--- src/cal_pkg.sv ---
// Shared types, codes and constants for the climate alarm level block.
// Used by the channel interfaces and every module under src.
package cal_pkg;

	// Field widths
	localparam int TEMP_W   = 11;
	localparam int HUM_W    = 10;
	localparam int NH3_W    = 10;
	localparam int CO2_W    = 14;
	localparam int MASK_W   = 3;
	localparam int LEVEL_W  = 2;
	localparam int INDEX_W  = 11;
	localparam int THI_W    = 22;   // signed, covers -400000 .. 1850000
	localparam int SCALED_W = 21;   // register * 1000, up to 2047000
	localparam int CFG_IDX_W = 3;
	localparam int CFG_DATA_W = 14;

	// Register indexes
	localparam logic [CFG_IDX_W-1:0] REG_TEMP_EMERGENCY    = 3'd0;
	localparam logic [CFG_IDX_W-1:0] REG_TEMP_WARN         = 3'd1;
	localparam logic [CFG_IDX_W-1:0] REG_AMMONIA_EMERGENCY = 3'd2;
	localparam logic [CFG_IDX_W-1:0] REG_AMMONIA_WARN      = 3'd3;
	localparam logic [CFG_IDX_W-1:0] REG_CO2_EMERGENCY     = 3'd4;
	localparam logic [CFG_IDX_W-1:0] REG_CO2_CAUTION       = 3'd5;
	localparam logic [CFG_IDX_W-1:0] REG_INDEX_EMERGENCY   = 3'd6;
	localparam logic [CFG_IDX_W-1:0] REG_INDEX_WARN        = 3'd7;

	// Alarm levels and masks
	localparam logic [LEVEL_W-1:0] LEVEL_SAFE  = 2'd0;
	localparam logic [LEVEL_W-1:0] LEVEL_WARN  = 2'd1;
	localparam logic [LEVEL_W-1:0] LEVEL_EMERG = 2'd2;
	localparam logic [MASK_W-1:0]  MASK_NONE   = 3'd0;
	localparam logic [MASK_W-1:0]  MASK_WARN   = 3'd1;
	localparam logic [MASK_W-1:0]  MASK_EMERG  = 3'd7;

	// Saturation limits
	localparam logic signed [TEMP_W-1:0] TEMP_MIN = -11'sd400;
	localparam logic signed [TEMP_W-1:0] TEMP_MAX = 11'sd850;
	localparam logic [HUM_W-1:0] HUM_MAX = 10'd1000;
	localparam logic [NH3_W-1:0] NH3_MAX = 10'd1000;
	localparam logic [CO2_W-1:0] CO2_MAX = 14'd10000;

	// Fixed clear limits
	localparam logic signed [TEMP_W-1:0] CLEAR_TEMP  = 11'sd300;
	localparam logic signed [THI_W-1:0]  CLEAR_INDEX = 22'sd700000;
	localparam logic [NH3_W-1:0] CLEAR_AMMONIA = 10'd18;
	localparam logic [CO2_W-1:0] CLEAR_CO2     = 14'd2500;

	// Index arithmetic: thi = 800*t + h*(t-144) + 464000
	localparam logic signed [THI_W-1:0] THI_TEMP_GAIN = 22'sd800;
	localparam logic signed [THI_W-1:0] THI_TEMP_OFS  = 22'sd144;
	localparam logic signed [THI_W-1:0] THI_BASE      = 22'sd464000;
	localparam logic signed [THI_W-1:0] THI_ROUND     = 22'sd500;
	localparam logic [INDEX_W-1:0]      INDEX_MAX     = 11'd1850;
	// floor(x/1000) = (x * RECIP_1000) >> RECIP_SHIFT for x < 2^21
	localparam int RECIP_SHIFT = 31;
	localparam int RECIP_W     = 22;
	localparam logic [RECIP_W-1:0] RECIP_1000 = 22'd2147484;
	localparam int QPROD_W = SCALED_W + RECIP_W;

	// Register reset values
	localparam logic signed [TEMP_W-1:0] RST_TEMP_EMERGENCY = 11'sd350;
	localparam logic signed [TEMP_W-1:0] RST_TEMP_WARN      = 11'sd320;
	localparam logic [NH3_W-1:0]    RST_AMMONIA_EMERGENCY = 10'd25;
	localparam logic [NH3_W-1:0]    RST_AMMONIA_WARN      = 10'd20;
	localparam logic [CO2_W-1:0]    RST_CO2_EMERGENCY     = 14'd5000;
	localparam logic [CO2_W-1:0]    RST_CO2_CAUTION       = 14'd3000;
	localparam logic [SCALED_W-1:0] RST_INDEX_EMERGENCY   = 21'd780000;
	localparam logic [SCALED_W-1:0] RST_INDEX_WARN        = 21'd720000;

	// Configuration, index thresholds kept pre-scaled by 1000
	typedef struct packed {
		logic signed [TEMP_W-1:0] temp_emergency;
		logic signed [TEMP_W-1:0] temp_warn;
		logic [NH3_W-1:0]    ammonia_emergency;
		logic [NH3_W-1:0]    ammonia_warn;
		logic [CO2_W-1:0]    co2_emergency;
		logic [CO2_W-1:0]    co2_caution;
		logic [SCALED_W-1:0] index_emergency_scaled;
		logic [SCALED_W-1:0] index_warn_scaled;
	} cfg_t;

	// Raw input beat
	typedef struct packed {
		logic                     climate_present;
		logic signed [TEMP_W-1:0] temperature;
		logic [HUM_W-1:0]         humidity;
		logic                     ammonia_present;
		logic [NH3_W-1:0]         ammonia;
		logic                     co2_present;
		logic [CO2_W-1:0]         co2;
		logic                     apply_drive;
		logic                     manual_active;
		logic [MASK_W-1:0]        manual_mask;
	} raw_t;

	// Saturated readings plus index
	typedef struct packed {
		logic                     climate_present;
		logic signed [TEMP_W-1:0] temperature;
		logic signed [THI_W-1:0]  thi;
		logic                     ammonia_present;
		logic [NH3_W-1:0]         ammonia;
		logic                     co2_present;
		logic [CO2_W-1:0]         co2;
		logic                     apply_drive;
		logic                     manual_active;
		logic [MASK_W-1:0]        manual_mask;
	} mid_t;

	// Result beat
	typedef struct packed {
		logic [LEVEL_W-1:0] level;
		logic [MASK_W-1:0]  actuator_mask;
		logic [INDEX_W-1:0] index_tenths;
		logic               drive_update;
	} res_t;

endpackage

--- src/cal_ifs.sv ---
// Valid/ready channel interfaces for sensor records and alarm results.
// Depends on cal_pkg for field widths.
interface cal_sample_if
	import cal_pkg::*;
();
	logic                     valid;
	logic                     ready;
	logic                     climate_present;
	logic signed [TEMP_W-1:0] temperature;
	logic [HUM_W-1:0]         humidity;
	logic                     ammonia_present;
	logic [NH3_W-1:0]         ammonia;
	logic                     co2_present;
	logic [CO2_W-1:0]         co2;
	logic                     apply_drive;
	logic                     manual_active;
	logic [MASK_W-1:0]        manual_mask;

	modport source (
		output valid, climate_present, temperature, humidity, ammonia_present,
			ammonia, co2_present, co2, apply_drive, manual_active, manual_mask,
		input ready
	);
	modport sink (
		input valid, climate_present, temperature, humidity, ammonia_present,
			ammonia, co2_present, co2, apply_drive, manual_active, manual_mask,
		output ready
	);
endinterface

interface cal_result_if
	import cal_pkg::*;
();
	logic               valid;
	logic               ready;
	logic [LEVEL_W-1:0] level;
	logic [MASK_W-1:0]  actuator_mask;
	logic [INDEX_W-1:0] index_tenths;
	logic               drive_update;

	modport source (
		output valid, level, actuator_mask, index_tenths, drive_update,
		input ready
	);
	modport sink (
		input valid, level, actuator_mask, index_tenths, drive_update,
		output ready
	);
endinterface

--- src/climate_alarm_level_hysteresis.sv ---
// Top level: three-stage climate alarm pipeline with hysteresis level register.
// Depends on cal_pkg, cal_ifs, cal_cfg_regs, cal_thi_calc, cal_level_eval.
//
//  channel  | dir | beat contents
//  ---------+-----+------------------------------------------------------------
//  sample   | in  | present flags, temperature, humidity, ammonia, co2, drive req
//  result   | out | level, actuator_mask, index_tenths, drive_update
//  cfg_*    | in  | register write: enable, index, data (no handshake)
//
// One record per cycle while results are taken; a record passes stages 1, 2 and 3 to result.
// Stage 1 holds the raw beat, stage 2 the saturated readings and the index
// (one multiply), stage 3 the result (compares, level, reciprocal multiply).
// Reset clears all valid bits and the held level (safe), and loads default thresholds.
// A stalled result holds its stage; upstream stages keep filling until full.
module climate_alarm_level_hysteresis
	import cal_pkg::*;
(
	input  logic                  clk,
	input  logic                  arst_n,
	cal_sample_if.sink            sample,
	cal_result_if.source          result,
	input  logic                  cfg_we,
	input  logic [CFG_IDX_W-1:0]  cfg_index,
	input  logic [CFG_DATA_W-1:0] cfg_wdata
);

	cfg_t cfg;
	raw_t raw_in;
	raw_t raw_s1;
	mid_t mid_next;
	mid_t mid_s2;
	res_t res_next;
	res_t res_s3;
	logic v_s1;
	logic v_s2;
	logic v_s3;
	logic en_s1;
	logic en_s2;
	logic en_s3;
	logic [LEVEL_W-1:0] level_q;

	cal_cfg_regs u_cfg (
		.clk       (clk),
		.arst_n    (arst_n),
		.cfg_we    (cfg_we),
		.cfg_index (cfg_index),
		.cfg_wdata (cfg_wdata),
		.cfg       (cfg)
	);

	// stage enables, ready ripples back through empty stages
	assign en_s3 = !v_s3 || result.ready;
	assign en_s2 = !v_s2 || en_s3;
	assign en_s1 = !v_s1 || en_s2;
	assign sample.ready = en_s1;

	assign raw_in.climate_present = sample.climate_present;
	assign raw_in.temperature     = sample.temperature;
	assign raw_in.humidity        = sample.humidity;
	assign raw_in.ammonia_present = sample.ammonia_present;
	assign raw_in.ammonia         = sample.ammonia;
	assign raw_in.co2_present     = sample.co2_present;
	assign raw_in.co2             = sample.co2;
	assign raw_in.apply_drive     = sample.apply_drive;
	assign raw_in.manual_active   = sample.manual_active;
	assign raw_in.manual_mask     = sample.manual_mask;

	cal_thi_calc u_thi (
		.raw (raw_s1),
		.mid (mid_next)
	);

	cal_level_eval u_eval (
		.mid           (mid_s2),
		.cfg           (cfg),
		.current_level (level_q),
		.res           (res_next)
	);

	// valid bits and held level
	always_ff @(posedge clk or negedge arst_n) begin
		if (!arst_n) begin
			v_s1    <= 1'b0;
			v_s2    <= 1'b0;
			v_s3    <= 1'b0;
			level_q <= LEVEL_SAFE;
		end else begin
			if (en_s1)
				v_s1 <= sample.valid;
			if (en_s2)
				v_s2 <= v_s1;
			if (en_s3)
				v_s3 <= v_s2;
			if (en_s3 && v_s2)
				level_q <= res_next.level;
		end
	end

	// payload stages
	always_ff @(posedge clk) begin
		if (en_s1 && sample.valid)
			raw_s1 <= raw_in;
		if (en_s2 && v_s1)
			mid_s2 <= mid_next;
		if (en_s3 && v_s2)
			res_s3 <= res_next;
	end

	assign result.valid         = v_s3;
	assign result.level         = res_s3.level;
	assign result.actuator_mask = res_s3.actuator_mask;
	assign result.index_tenths  = res_s3.index_tenths;
	assign result.drive_update  = res_s3.drive_update;

`ifndef SYNTHESIS
	// held level tracks the level shown on the output
	a_level_tracks: assert property (@(posedge clk) disable iff (!arst_n)
		result.valid |-> (level_q == result.level))
		else $error("held level differs from reported level");

	// an accepted beat always lands in stage 1
	a_accept_fills: assert property (@(posedge clk) disable iff (!arst_n)
		(sample.valid && sample.ready) |=> v_s1)
		else $error("accepted beat lost at stage 1");

	// a stalled stage 2 keeps its contents
	a_s2_hold: assert property (@(posedge clk) disable iff (!arst_n)
		(v_s2 && !en_s3) |=> (v_s2 && $stable(mid_s2)))
		else $error("stage 2 changed while stalled");
`endif

endmodule

--- src/cal_cfg_regs.sv ---
// Threshold registers with write port; index thresholds stored times 1000.
// Depends on cal_pkg.
module cal_cfg_regs
	import cal_pkg::*;
(
	input  logic                  clk,
	input  logic                  arst_n,
	input  logic                  cfg_we,
	input  logic [CFG_IDX_W-1:0]  cfg_index,
	input  logic [CFG_DATA_W-1:0] cfg_wdata,
	output cfg_t                  cfg
);

	logic [SCALED_W-1:0] wdata_scaled;

	// value * 1000 = value * 1024 - value * 16 - value * 8
	always_comb begin
		logic [SCALED_W-1:0] v;
		v = SCALED_W'(cfg_wdata[INDEX_W-1:0]);
		wdata_scaled = (v << 10) - (v << 4) - (v << 3);
	end

	always_ff @(posedge clk or negedge arst_n) begin
		if (!arst_n) begin
			cfg.temp_emergency         <= RST_TEMP_EMERGENCY;
			cfg.temp_warn              <= RST_TEMP_WARN;
			cfg.ammonia_emergency      <= RST_AMMONIA_EMERGENCY;
			cfg.ammonia_warn           <= RST_AMMONIA_WARN;
			cfg.co2_emergency          <= RST_CO2_EMERGENCY;
			cfg.co2_caution            <= RST_CO2_CAUTION;
			cfg.index_emergency_scaled <= RST_INDEX_EMERGENCY;
			cfg.index_warn_scaled      <= RST_INDEX_WARN;
		end else if (cfg_we) begin
			case (cfg_index)
				REG_TEMP_EMERGENCY:    cfg.temp_emergency <= $signed(cfg_wdata[TEMP_W-1:0]);
				REG_TEMP_WARN:         cfg.temp_warn <= $signed(cfg_wdata[TEMP_W-1:0]);
				REG_AMMONIA_EMERGENCY: cfg.ammonia_emergency <= cfg_wdata[NH3_W-1:0];
				REG_AMMONIA_WARN:      cfg.ammonia_warn <= cfg_wdata[NH3_W-1:0];
				REG_CO2_EMERGENCY:     cfg.co2_emergency <= cfg_wdata[CO2_W-1:0];
				REG_CO2_CAUTION:       cfg.co2_caution <= cfg_wdata[CO2_W-1:0];
				REG_INDEX_EMERGENCY:   cfg.index_emergency_scaled <= wdata_scaled;
				REG_INDEX_WARN:        cfg.index_warn_scaled <= wdata_scaled;
				default: ;
			endcase
		end
	end

endmodule

--- src/cal_thi_calc.sv ---
// Saturates one raw sensor record and forms the scaled temperature-humidity index.
// Combinational; depends on cal_pkg.
module cal_thi_calc
	import cal_pkg::*;
(
	input  raw_t raw,
	output mid_t mid
);

	logic signed [TEMP_W-1:0] t_sat;
	logic [HUM_W-1:0]         h_sat;
	logic signed [THI_W-1:0]  t_w;
	logic signed [THI_W-1:0]  h_w;
	logic signed [THI_W-1:0]  cross_term;

	// clamp readings to their ranges
	always_comb begin
		if (raw.temperature < TEMP_MIN)
			t_sat = TEMP_MIN;
		else if (raw.temperature > TEMP_MAX)
			t_sat = TEMP_MAX;
		else
			t_sat = raw.temperature;
		h_sat = (raw.humidity > HUM_MAX) ? HUM_MAX : raw.humidity;
	end

	// thi = 800*t + h*(t-144) + 464000, zero when climate absent
	assign t_w        = THI_W'(t_sat);
	assign h_w        = $signed(THI_W'(h_sat));
	assign cross_term = (t_w - THI_TEMP_OFS) * h_w;

	always_comb begin
		mid.climate_present = raw.climate_present;
		mid.temperature     = t_sat;
		mid.thi             = raw.climate_present ?
			(THI_TEMP_GAIN * t_w + cross_term + THI_BASE) : '0;
		mid.ammonia_present = raw.ammonia_present;
		mid.ammonia         = (raw.ammonia > NH3_MAX) ? NH3_MAX : raw.ammonia;
		mid.co2_present     = raw.co2_present;
		mid.co2             = (raw.co2 > CO2_MAX) ? CO2_MAX : raw.co2;
		mid.apply_drive     = raw.apply_drive;
		mid.manual_active   = raw.manual_active;
		mid.manual_mask     = raw.manual_mask;
	end

endmodule

--- src/cal_level_eval.sv ---
// Threshold compares, hysteresis level decision and rounded index output.
// Combinational; depends on cal_pkg.
module cal_level_eval
	import cal_pkg::*;
(
	input  mid_t               mid,
	input  cfg_t               cfg,
	input  logic [LEVEL_W-1:0] current_level,
	output res_t               res
);

	logic emerg;
	logic warn;
	logic clear;
	logic [LEVEL_W-1:0]  lvl;
	logic [MASK_W-1:0]   mask;
	logic [SCALED_W-1:0] round_x;
	logic [QPROD_W-1:0]  qprod;
	logic [QPROD_W-RECIP_SHIFT-1:0] quot;

	// threshold hits
	always_comb begin
		emerg = (mid.climate_present && mid.temperature > cfg.temp_emergency) ||
			(mid.ammonia_present && mid.ammonia > cfg.ammonia_emergency) ||
			(mid.co2_present && mid.co2 > cfg.co2_emergency) ||
			(mid.climate_present &&
				mid.thi > $signed({1'b0, cfg.index_emergency_scaled}));
		warn = (mid.climate_present && mid.temperature > cfg.temp_warn) ||
			(mid.ammonia_present && mid.ammonia > cfg.ammonia_warn) ||
			(mid.co2_present && mid.co2 > cfg.co2_caution) ||
			(mid.climate_present &&
				mid.thi > $signed({1'b0, cfg.index_warn_scaled}));
		clear = (!mid.climate_present ||
				(mid.temperature < CLEAR_TEMP && mid.thi < CLEAR_INDEX)) &&
			(!mid.ammonia_present || mid.ammonia < CLEAR_AMMONIA) &&
			(!mid.co2_present || mid.co2 < CLEAR_CO2);
	end

	// level with hold until every reading clears
	always_comb begin
		if (emerg) begin
			lvl  = LEVEL_EMERG;
			mask = MASK_EMERG;
		end else if (warn) begin
			lvl  = LEVEL_WARN;
			mask = MASK_WARN;
		end else if (current_level != LEVEL_SAFE && !clear) begin
			lvl  = current_level;
			mask = (current_level == LEVEL_EMERG) ? MASK_EMERG : MASK_WARN;
		end else begin
			lvl  = LEVEL_SAFE;
			mask = MASK_NONE;
		end
	end

	// index tenths: (thi + 500) / 1000 by reciprocal multiply
	assign round_x = (mid.climate_present && !mid.thi[THI_W-1]) ?
		SCALED_W'(mid.thi + THI_ROUND) : '0;
	assign qprod = QPROD_W'(round_x) * QPROD_W'(RECIP_1000);
	assign quot  = qprod[QPROD_W-1:RECIP_SHIFT];

	always_comb begin
		res.level         = lvl;
		res.actuator_mask = mid.manual_active ? mid.manual_mask : mask;
		res.index_tenths  = (quot > (QPROD_W-RECIP_SHIFT)'(INDEX_MAX)) ?
			INDEX_MAX : quot[INDEX_W-1:0];
		res.drive_update  = mid.apply_drive && !mid.manual_active;
	end

endmodule

--- src/flat_wrapper.sv ---
// flat-port wrapper written by rule: the top's interface ports become plain ports
module climate_alarm_level_hysteresis_flat import cal_pkg::*;
  (clk, arst_n, cfg_we, cfg_index, cfg_wdata, sample_valid, sample_climate_present, sample_temperature, sample_humidity, sample_ammonia_present, sample_ammonia, sample_co2_present, sample_co2, sample_apply_drive, sample_manual_active, sample_manual_mask, sample_ready, result_valid, result_level, result_actuator_mask, result_index_tenths, result_drive_update, result_ready);
  cal_sample_if sample_i ();
  cal_result_if result_i ();
  input  logic clk;
  input  logic arst_n;
  input  logic cfg_we;
  input  logic [CFG_IDX_W-1:0] cfg_index;
  input  logic [CFG_DATA_W-1:0] cfg_wdata;
  input wire logic [$bits(sample_i.valid)-1:0] sample_valid;
  input wire logic [$bits(sample_i.climate_present)-1:0] sample_climate_present;
  input wire logic [$bits(sample_i.temperature)-1:0] sample_temperature;
  input wire logic [$bits(sample_i.humidity)-1:0] sample_humidity;
  input wire logic [$bits(sample_i.ammonia_present)-1:0] sample_ammonia_present;
  input wire logic [$bits(sample_i.ammonia)-1:0] sample_ammonia;
  input wire logic [$bits(sample_i.co2_present)-1:0] sample_co2_present;
  input wire logic [$bits(sample_i.co2)-1:0] sample_co2;
  input wire logic [$bits(sample_i.apply_drive)-1:0] sample_apply_drive;
  input wire logic [$bits(sample_i.manual_active)-1:0] sample_manual_active;
  input wire logic [$bits(sample_i.manual_mask)-1:0] sample_manual_mask;
  output wire logic [$bits(sample_i.ready)-1:0] sample_ready;
  output wire logic [$bits(result_i.valid)-1:0] result_valid;
  output wire logic [$bits(result_i.level)-1:0] result_level;
  output wire logic [$bits(result_i.actuator_mask)-1:0] result_actuator_mask;
  output wire logic [$bits(result_i.index_tenths)-1:0] result_index_tenths;
  output wire logic [$bits(result_i.drive_update)-1:0] result_drive_update;
  input wire logic [$bits(result_i.ready)-1:0] result_ready;
  assign sample_i.valid = sample_valid;
  assign sample_i.climate_present = sample_climate_present;
  assign sample_i.temperature = sample_temperature;
  assign sample_i.humidity = sample_humidity;
  assign sample_i.ammonia_present = sample_ammonia_present;
  assign sample_i.ammonia = sample_ammonia;
  assign sample_i.co2_present = sample_co2_present;
  assign sample_i.co2 = sample_co2;
  assign sample_i.apply_drive = sample_apply_drive;
  assign sample_i.manual_active = sample_manual_active;
  assign sample_i.manual_mask = sample_manual_mask;
  assign sample_ready = sample_i.ready;
  assign result_valid = result_i.valid;
  assign result_level = result_i.level;
  assign result_actuator_mask = result_i.actuator_mask;
  assign result_index_tenths = result_i.index_tenths;
  assign result_drive_update = result_i.drive_update;
  assign result_i.ready = result_ready;
  climate_alarm_level_hysteresis u_core (.clk(clk), .arst_n(arst_n), .sample(sample_i), .result(result_i), .cfg_we(cfg_we), .cfg_index(cfg_index), .cfg_wdata(cfg_wdata));
endmodule
--- config.mk ---
export PLATFORM = sky130hd
export DESIGN_NAME = climate_alarm_level_hysteresis_flat
export DESIGN_NICKNAME = d
export VERILOG_FILES = /design/src/cal_pkg.sv /design/src/cal_ifs.sv /design/src/climate_alarm_level_hysteresis.sv /design/src/cal_cfg_regs.sv /design/src/cal_thi_calc.sv /design/src/cal_level_eval.sv /design/src/flat_wrapper.sv
export SDC_FILE = /design/constraint.sdc
export NUM_CORES = 1
export LEC_CHECK = 0
export ABC_AREA = 1
export BUFFER_PORTS_ARGS = -buffer_cell sky130_fd_sc_hd__buf_2
export CORE_ASPECT_RATIO = 0.8
export CORE_MARGIN = 3
export CORE_UTILIZATION = 70
export DETAILED_ROUTE_END_ITERATION = 8
export PLACE_DENSITY_LB_ADDON = 0.1
export SLEW_MARGIN = 20
export SYNTH_ARGS = -nofsm -noshare
export SYNTH_HDL_FRONTEND = slang
export SYNTH_HIERARCHICAL = 1
export SYNTH_SLANG_ARGS = --single-unit
export TNS_END_PERCENT = 30
--- constraint.sdc ---
create_clock -name clk -period 13.6 [get_ports clk]
set_input_delay 0.68 -clock clk [delete_from_list [all_inputs] [get_ports clk]]
set_output_delay 0.68 -clock clk [all_outputs]
set_load 0.005 [all_outputs]
==> impl_metrics.toml <==
[sta]
slew-limit-headroom_pct = 20.67
period_share_pct = 61.27
skew_ps = 47.44
setup_ws_ps = 5267
hold_viol_final = 0
layout_min_cycle_time_ps = 8333
slew_violations = 0
fmax_ghz = 0.1200
finalSetupTns_ps = 0
grt_setup_unrepaired = "no"
setup_viol = 0
tightest_slew_ps = 1181

[cells_and_area]
seq_area_um2 = 6888
final_nets = 4057
multi_input_area_um2 = 17160
fill_cells = 2619
area_growth_pct = 6.579
layout-drive-gt1-share_pct = 8.535

[floorplan]
die_x_um = 226.0
core_area_um2 = 37600
rows = 63
num_io_pins = 94
die_h_um = 182
start_util_pct = 72.08
dieArea_um2 = 41130

[global_route]
grt_overflow_total = 0
grt.total_usage_pct = 35.17
first_global_vias = 22980
antenna_found_initial = 1
grt_pass1_wl_um = 115300
grt_max_degree = 73

[setup_path]
cp.required_ps = 13930
slowest_delay_ps = 580
rr_worst_depth = 33
r2r_end = "u_core/mid_s2[52]$_DFFE_PP_"
reg2reg_slack_ps = 5270
crit_arrival_ps = 8660
reg2reg_from = "u_core/raw_s1[51]$_DFFE_PP_"
critPathCaptureType = "flip-flop"
crit_slowest_cell = "edfxtp_1"
path_class = "reg2reg"
path_max_fanout = 14
start_kind = "flip-flop"

[clock_network]
htreeDepth = 1
clk_latency_ps = 580
cts_buffer_depth = 3
cts_tree = "done"
post_cts_buffers = 0
ctsResizeCount = 0
clk_pin_slew_ps = 60
cts.sinks = 246
cts_inserted_buffers = 26
root_buffer = "clkbuf_16"
holdBufCountCts = 0

[synth]
synth_cell_types = 58
ys_ff_latch = 246
syn-cell-area_um2 = 27100
synth_cells = 3246
ys_seq_area_share_pct = 25.41
synth.yosys.warnings = 6
synth-edff-count = 135
ys_async_sr_fraction_pct = 45.12
ys.flop_type = "edfxtp_1"
avgSynthCellArea_um2 = 8.350

[place]
dp_slack_ps = 5319
dp_hpwl_um = 56440
io_buffers = 93
routabilityCongestion = 0.9650

[drt]
drc = 0
drt_iter0_drc = 2092
vias = 22110
wl_per_cell_um = 18.23
drt-total-wl_um = 70000
vias_per_cell = 5.760
antenna_left = 0
firstDrtPassIters = 6

[worst_hold_path]
hold_class = "in2async"

[status]
outcome = "complete, no violations"

[flow_run]
drv_cap = 0
## critical path, delay by kind of cell (launching register included)
family / cells / cell delay (ps)
flip-flops: 1 / 580
AO/OA/AOI/OAI: 2 / 560
adder cells (fa/ha/maj): 10 / 4150
buffers and inverters: 6 / 640
XOR/XNOR: 1 / 170
AND/OR/NAND/NOR: 14 / 1980
## kinds of logic (layout without fill, tap and decap cells)
kind of cell,after synthesis,after routing,synth area share [%]
AOI/OAI and AO/OA,351,351,7.202
xor gates and xnor gates,23,23,0.7709
adders and majority gates,650,650,36.57
buffers and inverters,799,899,11.37
DFF,246,246,25.41
other,1,7,0.01384
and+or+nand+nor,1176,1176,18.65
## per-stage QoR
| step | hold WS, ps | cell area (um2) | util, % | instances |
|---|---|---|---|---|
| global route | 93.45 | 28890 | 76.83 | 3839 |
| CTS | 63.49 | 28880 | 76.82 | 3838 |
| detailed placement | 404.5 | 28030 | 74.54 | 3791 |
| finish | 73.27 | 28890 | 76.83 | 3839 |
| floorplan | 384.4 | 27120 | - | 3251 |
| global placement | 401.9 | 28020 | 74.52 | 3791 |
## cells in the mapped netlist (3+ instances only)
master,n,share of area [%]
o21bai_1,13,0.36
ha_1,413,19
dfstp_2,45,4.4
buf_4,16,0.44
nor2_1,239,3.3
nand3b_1,9,0.25
nand2_2,18,0.42
nand2_1,652,9.0
inv_2,16,0.22
o21ai_1,7,0.13
o21a_1,7,0.19
dfrtp_1,66,6.1
a21o_1,7,0.19
a21boi_0,3,0.083
fa_1,237,18
nor2_2,17,0.39
nand4_1,24,0.55
xnor2_1,6,0.19
buf_2,8,0.15
nor3_2,6,0.22
a31oi_1,11,0.25
clkbuf_1,27,0.37
edfxtp_1,135,15
or2_2,6,0.14
o2111ai_1,3,0.097
xor2_1,16,0.52
a21oi_1,140,2.6
nor2_4,5,0.21
nand3_2,6,0.22
nand4_2,3,0.14
inv_1,726,10
nand2_4,5,0.21
o211ai_1,8,0.22
nor4_1,10,0.23
o21ai_0,140,2.6
nor3_1,43,0.79
nand3_1,128,2.4
## routing by layer
metal | share of wire [%] | global-route usage [%] | wire length [um] | up-vias
li1 | - | - | - | 10380
met1 | 42 | 47.81 | 29280 | 10570
met2 | 46 | 57.59 | 32020 | 991
met3 | 9.5 | 7.532 | 6666 | 173
met4 | 2.9 | 9.553 | 2028 | 0
met5 | 0 | 0 | 0 | -
## layout make-up
class                   count  area share (%)
inverters                 746           9.720
diodes                      1        0.008663
multi-input cells        2206           59.39
clock inverters            11          0.5154
flip-flops and latches    246           23.84
well taps                 487           2.109
clock buffers              36           2.452
repair buffers            106           1.958
## flip-flops by register name (all words and copies together), names as in the netlist
| signal | cells |
|---|---|
| u_core/raw_s1 | 53 |
| u_core/mid_s2 | 65 |
| u_core/v_s2 | 1 |
| u_core/result.drive_update | 1 |
| u_core/result.index_tenths | 11 |
| u_core/result.level | 2 |
| u_core/level_q | 2 |
| u_core/result.actuator_mask | 3 |
| u_core/u_cfg/cfg | 106 |
| u_core/result.valid | 1 |
| u_core/v_s1 | 1 |
## placed cells by master (no fill, tap or decap), drive strengths merged, types with 2 or more instances in the layout
| cell type | count |
|---|---|
| inv | 743 |
| nand2 | 675 |
| ha | 413 |
| nor2 | 261 |
| fa | 237 |
| o21ai | 149 |
| a21oi | 144 |
| edfxtp | 135 |
| nand3 | 134 |
| buf | 106 |
| dfrtp | 66 |
| nor3 | 50 |
| dfstp | 45 |
| clkbuf | 36 |
| nand4 | 27 |
| xor2 | 17 |
| o21bai | 14 |
| a31oi | 11 |
| nor4 | 11 |
| clkinv | 11 |
| nand3b | 9 |
| o211ai | 8 |
| o21a | 7 |
| a21o | 7 |
| xnor2 | 6 |
| conb | 6 |
| or2 | 6 |
| o2111ai | 3 |
| a21boi | 3 |
| bufinv | 2 |
| o31ai | 2 |
## how the worst max path moves through the flow
stage                                      from                           to  slack [ps]
floorplan           u_core/raw_s1[47]$_DFFE_PP_  u_core/mid_s2[52]$_DFFE_PP_        6320
global placement    u_core/raw_s1[51]$_DFFE_PP_  u_core/mid_s2[52]$_DFFE_PP_        5580
detailed placement  u_core/raw_s1[51]$_DFFE_PP_  u_core/mid_s2[52]$_DFFE_PP_        5320
CTS                 u_core/raw_s1[51]$_DFFE_PP_  u_core/mid_s2[52]$_DFFE_PP_        5280
global route        u_core/raw_s1[51]$_DFFE_PP_  u_core/mid_s2[48]$_DFFE_PP_        4720
finish              u_core/raw_s1[51]$_DFFE_PP_  u_core/mid_s2[52]$_DFFE_PP_        5270
Power is left out: the tool's default activity adds up to more than one toggle a clock period on the data nets, which glitch-free logic cannot reach.
